[config.mk]
export PLATFORM = sky130hd
export DESIGN_NAME = nor_flash_program_erase_sequencer
export DESIGN_NICKNAME = d
export VERILOG_FILES = /design/src/hdl/nfps_pkg.sv /design/src/hdl/nfps_core.sv /design/src/hdl/nfps_emit.sv /design/src/hdl/nor_flash_program_erase_sequencer.sv
export SDC_FILE = /design/constraint.sdc
export NUM_CORES = 1
export LEC_CHECK = 0
export CAP_MARGIN = 15
export CORE_ASPECT_RATIO = 1.1
export CORE_MARGIN = 1.5
export CORE_UTILIZATION = 35
export CTS_BUF_LIST = sky130_fd_sc_hd__clkbuf_2 sky130_fd_sc_hd__clkbuf_4 sky130_fd_sc_hd__clkbuf_8
export CTS_CLUSTER_DIAMETER = 120
export DETAILED_ROUTE_END_ITERATION = 12
export DONT_BUFFER_PORTS = 1
export GPL_TIMING_DRIVEN = 0
export SLEW_MARGIN = 25
export SYNTH_ARGS = -nofsm -noshare
export SYNTH_HDL_FRONTEND = slang
export SYNTH_HIERARCHICAL = 1
export SYNTH_SLANG_ARGS = --single-unit
[constraint.sdc]
create_clock -name clk -period 4.75 [get_ports clk]
set_clock_uncertainty 0.1 [all_clocks]
set_input_delay 0.2375 -clock clk [delete_from_list [all_inputs] [get_ports clk]]
set_output_delay 0.2375 -clock clk [all_outputs]
set_load 0.05 [all_outputs]
[src/hdl/nfps_pkg.sv]
`timescale 1ns / 1ps
// ----------------------------------------------------------------------------
// nfps_pkg
// Shared types, command codes and result sequences of the NOR flash
// program/erase sequencer.
// ----------------------------------------------------------------------------
package nfps_pkg;

	localparam int NFPS_ADDR_BITS = 21;
	localparam int ADDR_W         = 21;
	localparam int LIMIT_W        = 16;
	localparam logic [LIMIT_W-1:0] LIMIT_RESET = 16'd4000;

	// input commands
	localparam logic [1:0] CMD_PROG  = 2'd0;
	localparam logic [1:0] CMD_ERASE = 2'd1;
	localparam logic [1:0] CMD_RESET = 2'd2;
	localparam logic [1:0] CMD_REPLY = 2'd3;

	// result kinds
	localparam logic [1:0] K_WRITE = 2'd0;
	localparam logic [1:0] K_READ  = 2'd1;
	localparam logic [1:0] K_DONE  = 2'd2;

	// completion status
	localparam logic [1:0] ST_OK      = 2'd0;
	localparam logic [1:0] ST_FAIL    = 2'd1;
	localparam logic [1:0] ST_TIMEOUT = 2'd2;

	// flash command bytes and addresses
	localparam logic [ADDR_W-1:0] A_UNLOCK1 = 21'h000555;
	localparam logic [ADDR_W-1:0] A_UNLOCK2 = 21'h0002AA;
	localparam logic [ADDR_W-1:0] A_ZERO    = 21'h000000;
	localparam logic [7:0] D_UNLOCK1  = 8'hAA;
	localparam logic [7:0] D_UNLOCK2  = 8'h55;
	localparam logic [7:0] D_PROGRAM  = 8'hA0;
	localparam logic [7:0] D_ERASE    = 8'h80;
	localparam logic [7:0] D_SECTOR   = 8'h30;
	localparam logic [7:0] D_RESET    = 8'hF0;
	localparam logic [7:0] D_ERASED   = 8'hFF;

	typedef enum logic [1:0] {
		PH_IDLE,
		PH_PROG_POLL,
		PH_PROG_LAST,
		PH_ERASE_POLL
	} phase_t;

	// result sequences that one item can cause
	typedef enum logic [2:0] {
		SEQ_DONE,      // completion only
		SEQ_READ,      // one status read
		SEQ_WRDONE,    // reset write, then completion
		SEQ_PROG,      // unlock, program write, first read
		SEQ_ERASE_RD,  // reset, erase sequence, first read
		SEQ_ERASE_TO   // reset, erase sequence, timeout completion
	} seq_t;

	typedef struct packed {
		logic              vld;
		logic              emit;   // item causes at least one result
		seq_t              seq;
		logic [1:0]        status;
		logic [ADDR_W-1:0] addr;
		logic [7:0]        data;
	} req_t;

	typedef struct packed {
		logic [1:0]        kind;
		logic [ADDR_W-1:0] addr;
		logic [7:0]        data;
		logic [1:0]        status;
	} res_t;

	function automatic logic [3:0] seq_len(input seq_t seq);
		logic [3:0] n;
		unique case (seq)
			SEQ_DONE:     n = 4'd1;
			SEQ_READ:     n = 4'd1;
			SEQ_WRDONE:   n = 4'd2;
			SEQ_PROG:     n = 4'd5;
			SEQ_ERASE_RD: n = 4'd8;
			SEQ_ERASE_TO: n = 4'd8;
			default:      n = 4'd1;
		endcase
		return n;
	endfunction

	function automatic res_t wr(input logic [ADDR_W-1:0] a, input logic [7:0] d);
		res_t r;
		r.kind   = K_WRITE;
		r.addr   = a;
		r.data   = d;
		r.status = ST_OK;
		return r;
	endfunction

	function automatic res_t seq_entry(input seq_t seq, input logic [2:0] idx,
			input logic [ADDR_W-1:0] addr, input logic [7:0] data,
			input logic [1:0] status);
		res_t rd;
		res_t dn;
		res_t r;
		rd = '{kind: K_READ, addr: addr, data: 8'h00, status: ST_OK};
		dn = '{kind: K_DONE, addr: addr, data: 8'h00, status: status};
		r  = dn;
		unique case (seq)
			SEQ_DONE:   r = dn;
			SEQ_READ:   r = rd;
			SEQ_WRDONE: r = (idx == 3'd0) ? wr(A_ZERO, D_RESET) : dn;
			SEQ_PROG: begin
				case (idx)
					3'd0:    r = wr(A_UNLOCK1, D_UNLOCK1);
					3'd1:    r = wr(A_UNLOCK2, D_UNLOCK2);
					3'd2:    r = wr(A_UNLOCK1, D_PROGRAM);
					3'd3:    r = wr(addr, data);
					default: r = rd;
				endcase
			end
			SEQ_ERASE_RD, SEQ_ERASE_TO: begin
				case (idx)
					3'd0:    r = wr(A_ZERO, D_RESET);
					3'd1:    r = wr(A_UNLOCK1, D_UNLOCK1);
					3'd2:    r = wr(A_UNLOCK2, D_UNLOCK2);
					3'd3:    r = wr(A_UNLOCK1, D_ERASE);
					3'd4:    r = wr(A_UNLOCK1, D_UNLOCK1);
					3'd5:    r = wr(A_UNLOCK2, D_UNLOCK2);
					3'd6:    r = wr(addr, D_SECTOR);
					default: r = (seq == SEQ_ERASE_RD) ? rd : dn;
				endcase
			end
			default: r = dn;
		endcase
		return r;
	endfunction

endpackage

[src/hdl/nfps_core.sv]
`timescale 1ns / 1ps
// ----------------------------------------------------------------------------
// nfps_core
// Input register, operation state and decode of each item into a result
// sequence for the emitter.
// ----------------------------------------------------------------------------
module nfps_core import nfps_pkg::*; #(
	parameter int ADDR_BITS = NFPS_ADDR_BITS
) (
	input  logic               clk,
	input  logic               arst_n,
	input  logic               s_tvalid,
	output logic               s_tready,
	input  logic [1:0]         s_tuser,
	input  logic [39:0]        s_tdata,
	input  logic               cfg_we,
	input  logic [LIMIT_W-1:0] cfg_wdata,
	input  logic               free,
	output req_t               req
);

	localparam int AW = (ADDR_BITS < ADDR_W) ? ADDR_BITS : ADDR_W;

	logic               s1_valid_s1;
	logic [1:0]         cmd_s1;
	logic [AW-1:0]      addr_s1;
	logic [7:0]         wbyte_s1;
	logic [7:0]         rbyte_s1;

	phase_t             phase_q, phase_d;
	logic [AW-1:0]      poll_addr_q, poll_addr_d;
	logic               exp_bit_q, exp_bit_d;
	logic [LIMIT_W-1:0] attempt_q, attempt_d;
	logic [LIMIT_W-1:0] limit_q;

	logic               accept;
	logic               advance;
	logic               match;
	logic [LIMIT_W-1:0] attempt_inc;

	assign s_tready = !s1_valid_s1 || free;
	assign accept   = s_tvalid && s_tready;
	assign advance  = s1_valid_s1 && free;

	always_ff @(posedge clk or negedge arst_n) begin
		if (!arst_n) begin
			s1_valid_s1 <= 1'b0;
		end else if (accept) begin
			s1_valid_s1 <= 1'b1;
		end else if (free) begin
			s1_valid_s1 <= 1'b0;
		end
	end

	always_ff @(posedge clk) begin
		if (accept) begin
			cmd_s1   <= s_tuser;
			addr_s1  <= s_tdata[AW-1:0];
			wbyte_s1 <= s_tdata[28:21];
			rbyte_s1 <= s_tdata[36:29];
		end
	end

	always_ff @(posedge clk or negedge arst_n) begin
		if (!arst_n) begin
			limit_q <= LIMIT_RESET;
		end else if (cfg_we) begin
			limit_q <= cfg_wdata;
		end
	end

	always_ff @(posedge clk or negedge arst_n) begin
		if (!arst_n) begin
			phase_q     <= PH_IDLE;
			poll_addr_q <= '0;
			exp_bit_q   <= 1'b0;
			attempt_q   <= '0;
		end else if (advance) begin
			phase_q     <= phase_d;
			poll_addr_q <= poll_addr_d;
			exp_bit_q   <= exp_bit_d;
			attempt_q   <= attempt_d;
		end
	end

	assign match       = (rbyte_s1[7] == exp_bit_q);
	// attempt count saturates at all ones
	assign attempt_inc = (attempt_q == '1) ? attempt_q : attempt_q + 1'b1;

	always_comb begin
		phase_d     = phase_q;
		poll_addr_d = poll_addr_q;
		exp_bit_d   = exp_bit_q;
		attempt_d   = attempt_q;
		req.vld     = advance;
		req.emit    = 1'b1;
		req.seq     = SEQ_DONE;
		req.status  = ST_OK;
		req.addr    = ADDR_W'(poll_addr_q);
		req.data    = wbyte_s1;
		unique case (cmd_s1)
			CMD_PROG: begin
				req.addr = ADDR_W'(addr_s1);
				if (wbyte_s1 == D_ERASED) begin
					phase_d = PH_IDLE;
				end else begin
					req.seq     = SEQ_PROG;
					poll_addr_d = addr_s1;
					exp_bit_d   = wbyte_s1[7];
					phase_d     = PH_PROG_POLL;
				end
			end
			CMD_ERASE: begin
				req.addr    = ADDR_W'(addr_s1);
				poll_addr_d = addr_s1;
				attempt_d   = '0;
				if (limit_q == '0) begin
					req.seq    = SEQ_ERASE_TO;
					req.status = ST_TIMEOUT;
					phase_d    = PH_IDLE;
				end else begin
					req.seq = SEQ_ERASE_RD;
					phase_d = PH_ERASE_POLL;
				end
			end
			CMD_RESET: begin
				req.seq  = SEQ_WRDONE;
				req.addr = A_ZERO;
				phase_d  = PH_IDLE;
			end
			CMD_REPLY: begin
				unique case (phase_q)
					PH_PROG_POLL: begin
						if (match) begin
							phase_d = PH_IDLE;
						end else begin
							req.seq = SEQ_READ;
							if (rbyte_s1[5]) begin
								phase_d = PH_PROG_LAST;
							end
						end
					end
					PH_PROG_LAST: begin
						if (!match) begin
							req.seq    = SEQ_WRDONE;
							req.status = ST_FAIL;
						end
						phase_d = PH_IDLE;
					end
					PH_ERASE_POLL: begin
						attempt_d = attempt_inc;
						if (rbyte_s1 == D_ERASED) begin
							phase_d = PH_IDLE;
						end else if (attempt_inc >= limit_q) begin
							req.status = ST_TIMEOUT;
							phase_d    = PH_IDLE;
						end else begin
							req.seq = SEQ_READ;
						end
					end
					default: begin
						// reply with nothing outstanding
						req.emit = 1'b0;
					end
				endcase
			end
			default: req.emit = 1'b0;
		endcase
	end

endmodule

[src/hdl/nfps_emit.sv]
`timescale 1ns / 1ps
// ----------------------------------------------------------------------------
// nfps_emit
// Holds one decoded sequence and hands out its results, one per cycle while m_tready is high.
// ----------------------------------------------------------------------------
module nfps_emit import nfps_pkg::*; #(
	parameter int ADDR_BITS = NFPS_ADDR_BITS
) (
	input  logic        clk,
	input  logic        arst_n,
	input  req_t        req,
	output logic        free,
	output logic        m_tvalid,
	input  logic        m_tready,
	output logic [1:0]  m_tuser,
	output logic [31:0] m_tdata,
	output logic        m_tlast
);

	localparam int AW = (ADDR_BITS < ADDR_W) ? ADDR_BITS : ADDR_W;

	logic          busy_q;
	seq_t          seq_q;
	logic [2:0]    idx_q;
	logic [AW-1:0] addr_q;
	logic [7:0]    data_q;
	logic [1:0]    status_q;

	logic          last;
	res_t          res;

	assign last = ({1'b0, idx_q} == (seq_len(seq_q) - 4'd1));
	assign free = !busy_q || (m_tready && last);

	always_ff @(posedge clk or negedge arst_n) begin
		if (!arst_n) begin
			busy_q <= 1'b0;
			idx_q  <= '0;
		end else if (free) begin
			busy_q <= req.vld && req.emit;
			idx_q  <= '0;
		end else if (m_tready) begin
			idx_q <= idx_q + 3'd1;
		end
	end

	always_ff @(posedge clk) begin
		if (free && req.vld) begin
			seq_q    <= req.seq;
			addr_q   <= req.addr[AW-1:0];
			data_q   <= req.data;
			status_q <= req.status;
		end
	end

	assign res      = seq_entry(seq_q, idx_q, ADDR_W'(addr_q), data_q, status_q);
	assign m_tvalid = busy_q;
	assign m_tuser  = res.kind;
	assign m_tdata  = {1'b0, res.status, res.data, res.addr};
	assign m_tlast  = last;

	a_idx_in_range: assert property (@(posedge clk) disable iff (!arst_n)
		busy_q |-> ({1'b0, idx_q} < seq_len(seq_q)))
		else $error("result index past end of sequence");

	a_idx_steps: assert property (@(posedge clk) disable iff (!arst_n)
		(busy_q && m_tready && !last) |=> (busy_q && idx_q == $past(idx_q) + 3'd1))
		else $error("sequence did not advance by one result");

	a_hold: assert property (@(posedge clk) disable iff (!arst_n)
		(busy_q && !m_tready) |=> (busy_q && $stable(idx_q) && $stable(seq_q)))
		else $error("sequence changed while stalled");

endmodule

[src/hdl/nor_flash_program_erase_sequencer.sv]
`timescale 1ns / 1ps
// ----------------------------------------------------------------------------
// nor_flash_program_erase_sequencer
// Host-side program/erase command sequencer for a byte-wide parallel NOR flash.
// ----------------------------------------------------------------------------
// Each item is a program, sector erase, reset or read reply. It is registered,
// decoded combinationally into a result sequence and handed to the emitter,
// which drives one result per cycle on the master side while m_tready is high:
// a reply gives at most one or two results, a reset two, a program five (one
// when the byte is already 0xFF) and an erase eight. The emitter port sets the
// rate: an item occupies it until all of its results are taken, and the next
// item is taken while the last result of the previous one is delivered. Replies
// while no operation is pending give no result. The poll limit register is
// written via cfg_we.
module nor_flash_program_erase_sequencer import nfps_pkg::*; #(
	parameter int ADDR_BITS = NFPS_ADDR_BITS
) (
	input  logic               clk,
	input  logic               arst_n,
	input  logic               s_tvalid,
	output logic               s_tready,
	input  logic [1:0]         s_tuser,   // cmd
	input  logic [39:0]        s_tdata,   // target_addr, write_byte, read_byte
	output logic               m_tvalid,
	input  logic               m_tready,
	output logic [1:0]         m_tuser,   // kind
	output logic [31:0]        m_tdata,   // bus_addr, bus_data, status
	output logic               m_tlast,   // last
	input  logic               cfg_we,
	input  logic [LIMIT_W-1:0] cfg_wdata  // erase_poll_limit
);

	req_t req;
	logic free;

	nfps_core #(
		.ADDR_BITS(ADDR_BITS)
	) u_core (
		.clk       (clk),
		.arst_n    (arst_n),
		.s_tvalid  (s_tvalid),
		.s_tready  (s_tready),
		.s_tuser   (s_tuser),
		.s_tdata   (s_tdata),
		.cfg_we    (cfg_we),
		.cfg_wdata (cfg_wdata),
		.free      (free),
		.req       (req)
	);

	nfps_emit #(
		.ADDR_BITS(ADDR_BITS)
	) u_emit (
		.clk      (clk),
		.arst_n   (arst_n),
		.req      (req),
		.free     (free),
		.m_tvalid (m_tvalid),
		.m_tready (m_tready),
		.m_tuser  (m_tuser),
		.m_tdata  (m_tdata),
		.m_tlast  (m_tlast)
	);

endmodule

==> out/qor.yml, run 1 <==
global_routing:
  met3_usage: 0.0409
  grt_max_degree: 62
  grt_pass1_vias: 5238
  gr-usage-met2: 0.293
  gr-total-overflow: 0
  grt_pass1_wl_um: 26200
  antenna_found_initial: 0
  top_usage_layer: "met2"
  grt_usage: 0.169
  met1_usage: 0.201
synthesis:
  synth_cell_type_count: 75
  yosysTopAreaCellShare: 0.327
  syn-num-nets: 716
  synth-compound-area-share: 0.150
  netlist_top_cells_count: "nand2_1 (75), edfxtp_1 (73), o21ai_0 (70), dfrtp_1 (55), inv_1 (50)"
  yosys_warnings: 6
  synth_most_common_cell: "nand2_1"
  seq_area_frac_synth: 0.556
  yosys.area.top_type: "edfxtp_1"
  synth_top_family_by_area: "simple AND/OR/NAND/NOR gates"
  ys_ff_latch: 134
  synth_fa_ha_area_frac: 0.0485
  synth_xor_xnor_area_share: 0.0144
  synth_area_leaders: "edfxtp_1 (33%), dfrtp_1 (21%), o21ai_0 (5.2%), ha_1 (4.9%), nand2_1 (4.2%)"
  syn_area_um2: 6710
  synth_edf_count: 73
  synthSimpleGateAreaFrac: 0.170
  avgSynthCellArea_um2: 10.7
  synthMuxAreaShare: 0.0103
  synth_ff_type: "edfxtp_1"
  synth_cells: 627
  synth_async_sr_flop_share: 0.455
critical_path:
  crit_top_cell: "ha_1"
  ff2ff_path_depth: 13
  worstPathCellList: "ha_1 -> nand3_4 -> nor3_4 -> nor4_2 -> nand3_1 -> xnor2_1 -> ha_1 -> a21oi_1 -> o21a_1 -> a2bb2oi_1 -> a31oi_1 -> o211ai_1 -> mux2i_1"
  crit_path_max_incr_delay_ns: 0.52
  criticalPathCategory: "reg2reg"
  path_buf_inv: 0
  r2r_end: "u_core/phase_q[0]$_DFFE_PN0P_"
  r2r_slack_ns: 0.92
  crit_path_top_delay_cell: "nor4_2"
  worstPathRequired_ns: 5.02
  critical_path.max_fanout: 6
  cp.arrival_ns: 4.10
  end_kind: "flop"
  worstSetupStartpointType: "flop"
  crit_family: "compound AO/OA/AOI/OAI gates"
  reg2reg_from: "u_core/attempt_q[0]$_DFFE_PN0P_"
pwr:
  p_leak_nw: 3.41
  pwr_density_cell_nw_per_um2: 570
  vdd_drop_max_v: 0.000263
  total_power_mw: 4.66
timing:
  timing.final.setup_violations: 0
  tightest_slew_ns: 1.09
  finalCriticalPeriod_ns: 3.83
  rsz0062_at_grt: "false"
  finalHoldViolCount: 0
  fin_crit_sh: 0.806
  drv_slew: 0
  max_slew_margin: 0.286
  max_freq_mhz: 261
layout:
  num-fill-cells: 1758
  final_layout_size_suffix_gt1_frac: 0.130
  n_antenna_cell: 0
  multiInputGateArea_um2: 2690
  nets: 797
  utilization: 0.439
  regArea_um2: 3730
  syn_to_final_growth_pct: 21.9
placed_design:
  port_buffers: 0
  globalplace.congestion: 0.862
  dp_hpwl_um: 11600
route:
  drt_iter0_markers: 320
  wl_um: 16200
  vias: 5131
  drc: 0
  antenna_left: 0
  dr.pass1.iters: 5
  routedWlPerCell_um: 16.8
  routed_via_density: 5.32
hold_path:
  min_path_cells: 3
  hold_start: "cfg_we"
  hold_path_class: "in2reg"
  min_to: "u_core/limit_q[10]$_DFFE_PN1P_"
die:
  die_h_um: 148
  core_um2: 18600
  dieArea_um2: 20000
  start_util: 0.360
  die_w_um: 135
  fp-row-count: 52
  ios: 100
run_status:
  status: "complete, no violations"
run:
  drv_cap: 0
clock_network:
  htree_num_levels: 4
  cts_sinks: 134
  clkSlewWorstSetupHoldPaths_ns: 0.08
  cts_max_path_buffers: 2
  clkLatencyLatePin_ns: 0.45
  cts_buffers: 17
  root_buffer: "clkbuf_8"
  cts_tree: "yes"
==> routing by layer <==
| layer | part of all wire | wire length, µm |
|---|---|---|
| met1 | 0.42 | 6850 |
| met4 | 0.017 | 276 |
| met3 | 0.055 | 892 |
| met5 | 0 | 0 |
| met2 | 0.50 | 8150 |
==> layout make-up <==
| class | instances | area share |
|---|---|---|
| Sequential cell | 134 | 0.456 |
| Multi-Input combinational cell | 410 | 0.328 |
| Timing Repair Buffer | 62 | 0.0823 |
| Tap cell | 243 | 0.0372 |
| Clock buffer | 20 | 0.0329 |
| Inverter | 51 | 0.0234 |
| Clock inverter | 12 | 0.0217 |
| Buffer | 32 | 0.0182 |
==> registers in the layout, summed over array words and instances, names as in the netlist <==
name / count
u_core/phase_q: 2
u_core/wbyte_s1: 8
u_core/rbyte_s1: 8
u_emit/idx_q: 3
u_emit/m_tvalid: 1
u_emit/data_q: 8
u_core/poll_addr_q: 21
u_core/exp_bit_q: 1
u_emit/seq_q: 3
u_emit/addr_q: 21
u_core/limit_q: 16
u_core/addr_s1: 21
u_emit/status_q: 2
u_core/cmd_s1: 2
u_core/s1_valid_s1: 1
u_core/attempt_q: 16
==> cell families after synthesis <==
logic type / after synthesis
adders and majority gates: 26
AOI/OAI and AO/OA: 163
buffers and inverters: 83
muxes: 6
and+or+nand+nor: 203
other: 1
DFF: 134
xor gates and xnor gates: 11
==> worst max-delay path by stage <==
stage / start / endpoint / cells past startpoint
6_report: u_core/attempt_q[0]$_DFFE_PN0P_ / u_core/phase_q[0]$_DFFE_PN0P_ / 13
5_1_grt: u_core/attempt_q[0]$_DFFE_PN0P_ / u_core/phase_q[1]$_DFFE_PN0P_ / 13
2_1_floorplan: u_emit/seq_q[2]$_DFFE_PP_ / u_emit/addr_q[0]$_DFFE_PP_ / 10
3_3_place_gp: u_emit/seq_q[2]$_DFFE_PP_ / u_emit/addr_q[15]$_DFFE_PP_ / 10
3_5_place_dp: u_core/attempt_q[0]$_DFFE_PN0P_ / u_emit/seq_q[0]$_DFFE_PP_ / 13
4_1_cts: u_core/attempt_q[0]$_DFFE_PN0P_ / u_core/phase_q[0]$_DFFE_PN0P_ / 13
==> layout by cell type (no fill, tap or decap), types with 6 or more instances in the layout <==
cell type       n
ha_1           26
clkbuf_1       19
dlygate4sd3_1  59
dfrtp_1        55
nand3_1        28
clkbuf_8       19
o21ai_0        69
a21oi_1        24
inv_1          50
buf_2           6
xnor2_1         6
nor2_1         22
dfstp_2         6
edfxtp_1       73
nand2_1        75
a31oi_1         9
a21o_1         16
and2_4         10
nand4_1         8
nand2b_1        8
==> metrics by stage <==
step / cells / hold WS (ns) / setup TNS [ns] / instance area (µm²) / setup slack [ns]
final: 964 / 0.0560 / 0 / 8180 / 0.924
after CTS: 964 / 0.0193 / 0 / 8170 / 1.02
after global routing: 964 / 0.0453 / 0 / 8180 / 0.669
after floorplan: 627 / -0.158 / 0 / 6710 / 0.666
after global placement: 870 / -0.154 / -13.85 / 7010 / -0.412
after detailed placement: 872 / -0.154 / 0 / 7100 / 1.06
==> power by group <==
group	leakage (nW)	total [mW]	internal, mW	switching [mW]
combinational	1.73	1.87	0.522	1.35
sequential	1.45	1.73	1.57	0.164
clock	0.226	1.05	0.606	0.447
total	3.41	4.66	2.70	1.96
==> worst reg2reg max path, delay by kind of cell (launching register included) <==
kind	cells	cell delay, ns
flip-flops	1	0.47
AO/OA/AOI/OAI	5	1.12
adder cells (fa/ha/maj)	2	0.61
multiplexers	1	0.22
XOR/XNOR	1	0.29
AND/OR/NAND/NOR	4	0.94
==> timing repair <==
item / 4_1_cts / 5_1_grt
setup buffers: 0 / 0
hold buffers: 60 / 0
gates resized for setup: 0 / 0
hold endpoints to repair: 121 / 0
Note: power is estimated with default switching activity, not from simulation.
==> run 2, diff against run 1 <==
- clock period: 4.75 -> 3.3 ns (I/O delays scaled with it)
==> run 2 against run 1 <==
Critical path depth did not move. Combinational power rose by 63%. Core utilization rose by 3.7 points. Global-route usage rose by 1.4 points. Register-to-register slack got worse by 0.91 ns. Die area did not move. Fmax rose by 16%. First-iteration DRC count fell by 12%. Critical endpoint unchanged. Highest routed layer unchanged.
==> out/qor.yml, run 2 (synthesis results as in run 1) <==
critical_path:
  critical_path.max_fanout: 3
  cp.arrival_ns: 3.56
  crit_path_top_delay_cell: "dfrtp_1"
  worstPathRequired_ns: 3.57
  crit_path_max_incr_delay_ns: 0.42
  reg2reg_from: "u_core/attempt_q[1]$_DFFE_PN0P_"
  r2r_slack_ns: 0.01
  criticalPathCategory: "reg2reg"
  worstPathCellList: "buf_6 -> nand4_1 -> buf_4 -> nor4_4 -> nand3_2 -> xnor2_2 -> ha_1 -> a21oi_2 -> o21a_1 -> a2bb2oi_4 -> a31oi_1 -> o211ai_1 -> mux2i_1"
  end_kind: "flop"
  r2r_end: "u_core/phase_q[0]$_DFFE_PN0P_"
  worstSetupStartpointType: "flop"
  ff2ff_path_depth: 13
timing:
  max_slew_margin: 0.388
  finalHoldViolCount: 0
  finalCriticalPeriod_ns: 3.29
  fin_crit_sh: 0.996
  drv_slew: 0
  rsz0062_at_grt: "true"
  max_freq_mhz: 304
  setup_slack_ns: 0.0116
  tightest_slew_ns: 0.920
  timing.final.setup_violations: 0
hold_path:
  hold_path_class: "in2reg"
  hold_start: "s_tvalid"
  min_path_cells: 1
  min_to: "u_core/wbyte_s1[3]$_DFFE_PP_"
clock_network:
  clkSlewWorstSetupHoldPaths_ns: 0.09
  clkLatencyLatePin_ns: 0.46
  cts_max_path_buffers: 2
  cts_buffers: 17
  root_buffer: "clkbuf_8"
  cts_sinks: 134
  htree_num_levels: 4
  cts_tree: "yes"
placed_design:
  dp_cells: 870
  dp_hpwl_um: 11500
  port_buffers: 0
  preCtsSetupSlack_ns: -0.407
  globalplace.congestion: 0.870
layout:
  final_cells: 1023
  final_cell_mix: "dlygate4sd3_1 (86), nand2_1 (75), edfxtp_1 (73)"
  nets: 855
  layout_commonest_cell: "dlygate4sd3_1"
  final_layout_size_suffix_gt1_frac: 0.222
  utilization: 0.477
  syn_to_final_growth_pct: 32.3
  largestRegisters: "u_core/addr_s1 x21, u_core/poll_addr_q x21, u_emit/addr_q x21"
run_status:
  status: "complete, no violations"
route:
  dr.pass1.iters: 6
  antenna_left: 0
  wl_um: 18000
  vias: 5369
  routed_via_density: 5.25
  drt_iter0_markers: 282
  routedWlPerCell_um: 17.6
  drc: 0
global_routing:
  gr-total-overflow: 0
  grt_pass1_vias: 5288
  grt_pass1_wl_um: 27800
  grt_max_degree: 62
  grt_usage: 0.182
  antenna_found_initial: 1
pwr:
  pwr_density_cell_nw_per_um2: 768
  total_power_mw: 6.81
  p_leak_nw: 3.67
  vdd_drop_max_v: 0.000402
die:
  die_w_um: 135
  ios: 100
  die_h_um: 148
  core_um2: 18600
  dieArea_um2: 20000
  start_util: 0.360
  fp-row-count: 52
run:
  drv_cap: 0
==> run 2: how the worst max path moves through the flow <==
stage                                    startpoint                       endpoint  slack (ns)  cells after the start
global route        u_core/attempt_q[1]$_DFFE_PN0P_  u_core/phase_q[0]$_DFFE_PN0P_       -0.07                     13
detailed placement        u_emit/seq_q[2]$_DFFE_PP_   u_core/rbyte_s1[3]$_DFFE_PP_       -0.41                      7
finish              u_core/attempt_q[1]$_DFFE_PN0P_  u_core/phase_q[0]$_DFFE_PN0P_        0.01                     13
CTS                 u_core/attempt_q[9]$_DFFE_PN0P_  u_core/phase_q[0]$_DFFE_PN0P_       0.005                     12
global placement          u_emit/seq_q[2]$_DFFE_PP_   u_core/rbyte_s1[3]$_DFFE_PP_       -0.33                      7
floorplan                 u_emit/seq_q[2]$_DFFE_PP_    u_core/addr_s1[0]$_DFFE_PP_        0.12                      7
==> run 2: critical path, delay by kind of cell (launching register included) <==
| family | cells | cell delay (ns) |
|---|---|---|
| muxes | 1 | 0.25 |
| adders and majority gates | 1 | 0.30 |
| DFF | 1 | 0.42 |
| and+or+nand+nor | 3 | 0.65 |
| AOI/OAI and AO/OA | 5 | 0.96 |
| xor gates and xnor gates | 1 | 0.21 |
| buffers and inverters | 2 | 0.32 |
==> run 2: report_power, final <==
part / internal, mW / switching, mW
clock network: 0.549 / 0.731
registers: 2.26 / 0.235
logic: 0.939 / 2.10
total: 3.75 / 3.07
==> run 2: cell type report <==
class / count / area (µm²)
Fill cell: 1726 / 9740
Tap cell: 243 / 304
Clock inverter: 15 / 140
Sequential cell: 134 / 3730
Inverter: 51 / 191
Multi-Input combinational cell: 412 / 2940
Timing Repair Buffer: 119 / 1160
Antenna cell: 1 / 2.50
Clock buffer: 17 / 234
Buffer: 31 / 166
==> run 2: stage by stage <==
stage	hold WS, ns	cell area (µm²)	TNS [ns]
finish	0.0399	8870	0
floorplan	-0.231	6730	0
CTS	0.00546	8500	0
global route	0.00542	8870	-0.910
detailed placement	-0.227	7040	-29.55
global placement	-0.226	7030	-23.79
==> run 2: layer usage <==
layer,up-vias,GRT usage,share of wire
met2,192,0.318,0.52
met1,2614,0.215,0.40
met5,-,0,0
met4,0,0.0753,0.020
met3,29,0.0440,0.056
li1,2534,-,-
==> run 2: repair_timing <==
item | in CTS | in global routing
pin swaps | 11 | 25
resized for setup | 27 | 46
hold endpoints to repair | 121 | 0
setup endpoints to repair | 95 | 55
hold buffers | 87 | 0
buffers inserted | 9 | 23
gates cloned | 2 | 0
==> run 3, diff against run 2 <==
- CORE_ASPECT_RATIO: 1.1 -> 1.25
- CTS_CLUSTER_DIAMETER: 120 -> 30
==> run 3 against run 2 <==
The run now ends with negative setup slack left. Total power rose by 1.6%. Non-clock buffer count fell by 4. Core utilization fell by 0.55 points. Design area fell by 0.24%. Final cell count fell by 1.4%.
==> out/qor.yml, run 3 (synthesis results as in run 1) <==
layout:
  final_cells: 1009
  largestRegisters: "u_core/addr_s1 x21, u_core/poll_addr_q x21, u_emit/addr_q x21"
  syn_to_final_growth_pct: 32.0
  num-fill-cells: 1679
  nets: 852
  final_layout_size_suffix_gt1_frac: 0.216
  layout_commonest_cell: "dlygate4sd3_1"
  final_cell_mix: "dlygate4sd3_1 (83), nand2_1 (74), edfxtp_1 (73)"
  final_area_um2: 8850
timing:
  setup_slack_ns: -0.0159
  drv_slew: 0
  max_slew_margin: 0.289
  rsz0062_at_grt: "true"
  timing.final.setup_violations: 3
  fin_crit_sh: 1.00
  finalHoldViolCount: 0
  max_freq_mhz: 302
  tightest_slew_ns: 1.08
  finalCriticalPeriod_ns: 3.32
placed_design:
  dpl_cell_area_um2: 7020
  preCtsSetupSlack_ns: -0.412
  globalplace.congestion: 0.866
  port_buffers: 0
  dp_cells: 859
  dp_hpwl_um: 11400
critical_path:
  cp.arrival_ns: 3.59
  path_depth: 14
  worstPathCellList: "nand4_1 -> buf_4 -> nor4_4 -> nand3_1 -> xnor2_1 -> ha_1 -> nand2_1 -> nor3_2 -> buf_4 -> buf_6 -> a2bb2oi_4 -> a31oi_1 -> o211ai_1 -> mux2i_1"
  ff2ff_path_depth: 14
  path_buf_inv: 3
  crit_top_cell: "buf_4"
  reg2reg_from: "u_core/attempt_q[3]$_DFFE_PN0P_"
  crit_family: "simple AND/OR/NAND/NOR gates"
  crit_path_max_incr_delay_ns: 0.47
  criticalPathCategory: "reg2reg"
  worstSetupStartpointType: "flop"
  crit_start: "u_core/attempt_q[3]$_DFFE_PN0P_"
  end_kind: "flop"
  crit_path_top_delay_cell: "dfrtp_1"
  critical_path.max_fanout: 5
  worstPathRequired_ns: 3.57
route:
  wl_met2_um: 9910
  antenna_left: 0
  routed_via_density: 5.31
  wl_met3_um: 834
  highest_layer: "met4"
  drc: 0
  wl_um: 18000
  drt_iter0_markers: 389
  routedWlPerCell_um: 17.8
  vias: 5358
  met1_length_um: 6890
  dr.pass1.iters: 5
hold_path:
  hold_path_class: "in2reg"
  hold_start: "s_tvalid"
  min_path_cells: 1
die:
  ios: 100
  core_um2: 18800
  die_h_um: 158
  fp-row-count: 56
  dieArea_um2: 20000
  die_w_um: 127
  start_util: 0.357
run_status:
  status: "finished, violations left"
  violations: "negative setup slack"
pwr:
  total_power_mw: 6.92
  p_leak_nw: 3.68
  vdd_drop_max_v: 0.000297
  pwr_density_cell_nw_per_um2: 782
global_routing:
  antenna_found_initial: 1
  grt_max_degree: 62
  grt_pass1_vias: 5521
  gr-total-overflow: 0
  grt_usage: 0.182
  grt_pass1_wl_um: 28200
clock_network:
  clkLatencyLatePin_ns: 0.46
  cts_tree: "yes"
  htree_num_levels: 4
  cts_buffers: 17
  clkSlewWorstSetupHoldPaths_ns: 0.08
  cts_max_path_buffers: 2
  cts_sinks: 134
  root_buffer: "clkbuf_8"
run:
  drv_cap: 0
==> run 3: cell types whose count changed in the layout (fill, tap and decap cells not counted), moves of 3 or more <==
cell and delta:
ha_1 +3, buf_4 -4, ha_4 -3, bufinv_16 +3, clkbuf_2 +3, o22ai_2 -3
dlygate4sd3_1 -3, inv_6 -4, o22ai_1 +3
==> run 3: path summary, 6_finish.rpt <==
kind	to	slack, ns
worst min register to register	u_emit/data_q[1]$_DFFE_PP_	0.35
max in group asynchronous	u_core/limit_q[11]$_DFFE_PN1P_	2.60
min in group asynchronous	u_core/attempt_q[9]$_DFFE_PN0P_	0.20
worst max register to register	u_core/phase_q[0]$_DFFE_PN0P_	-0.02
worst max-delay path	u_core/phase_q[0]$_DFFE_PN0P_	-0.02
worst min-delay path	u_core/addr_s1[4]$_DFFE_PP_	0.05
==> run 3: stage by stage <==
| stage | hold slack (ns) | TNS (ns) | util |
|---|---|---|---|
| 2_1_floorplan | -0.231 | 0 | - |
| 3_3_place_gp | -0.226 | -22.70 | 0.374 |
| 3_5_place_dp | -0.227 | -29.74 | 0.374 |
| 4_1_cts | 0.00476 | 0 | 0.456 |
| 5_1_grt | 0.0311 | -0.727 | 0.471 |
| 6_report | 0.0491 | -0.0312 | 0.471 |
==> run 3: cell type report <==
| type | count | area (µm²) | area share |
|---|---|---|---|
| clock inverters | 12 | 153 | 0.0172 |
| flip-flops and latches | 134 | 3730 | 0.422 |
| multi-input cells | 413 | 2910 | 0.329 |
| well taps | 232 | 290 | 0.0328 |
| inverters | 51 | 191 | 0.0216 |
| plain buffers | 32 | 168 | 0.0189 |
| diodes | 1 | 2.50 | 0.000283 |
| clock buffers | 20 | 263 | 0.0297 |
| repair buffers | 114 | 1140 | 0.128 |
==> run 3: where the power goes <==
part	switching, mW	total [mW]	leakage (nW)	internal, mW
Combinational	2.05	2.98	2.04	0.930
Clock	0.656	1.44	0.205	0.782
Sequential	0.243	2.50	1.44	2.26
==> run 3: worst reg2reg max path, cell delays in order (launching register included) <==
cell       delay (ns)
dfrtp_1          0.47
nand4_1          0.21
buf_4            0.21
nor4_4           0.32
nand3_1          0.17
xnor2_1          0.24
ha_1             0.29
nand2_1          0.11
nor3_2           0.06
buf_4            0.13
buf_6            0.11
a2bb2oi_4        0.16
a31oi_1          0.11
o211ai_1         0.31
mux2i_1          0.24
==> run 3: per-layer routing <==
layer | track usage | vias to the layer above
met1 | 0.194 | 2657
met5 | 0 | -
li1 | - | 2521
met4 | 0.0660 | 0
met2 | 0.351 | 152
met3 | 0.0402 | 28
==> run 3: repair_timing <==
action                     in CTS  in global routing
setup buffers                  12                 18
gates resized for setup        28                 43
pin swaps                      15                 20
hold buffers                   84                  0
setup endpoints to repair      95                 91
gates cloned                    2                  1
hold endpoints to repair      121                  0
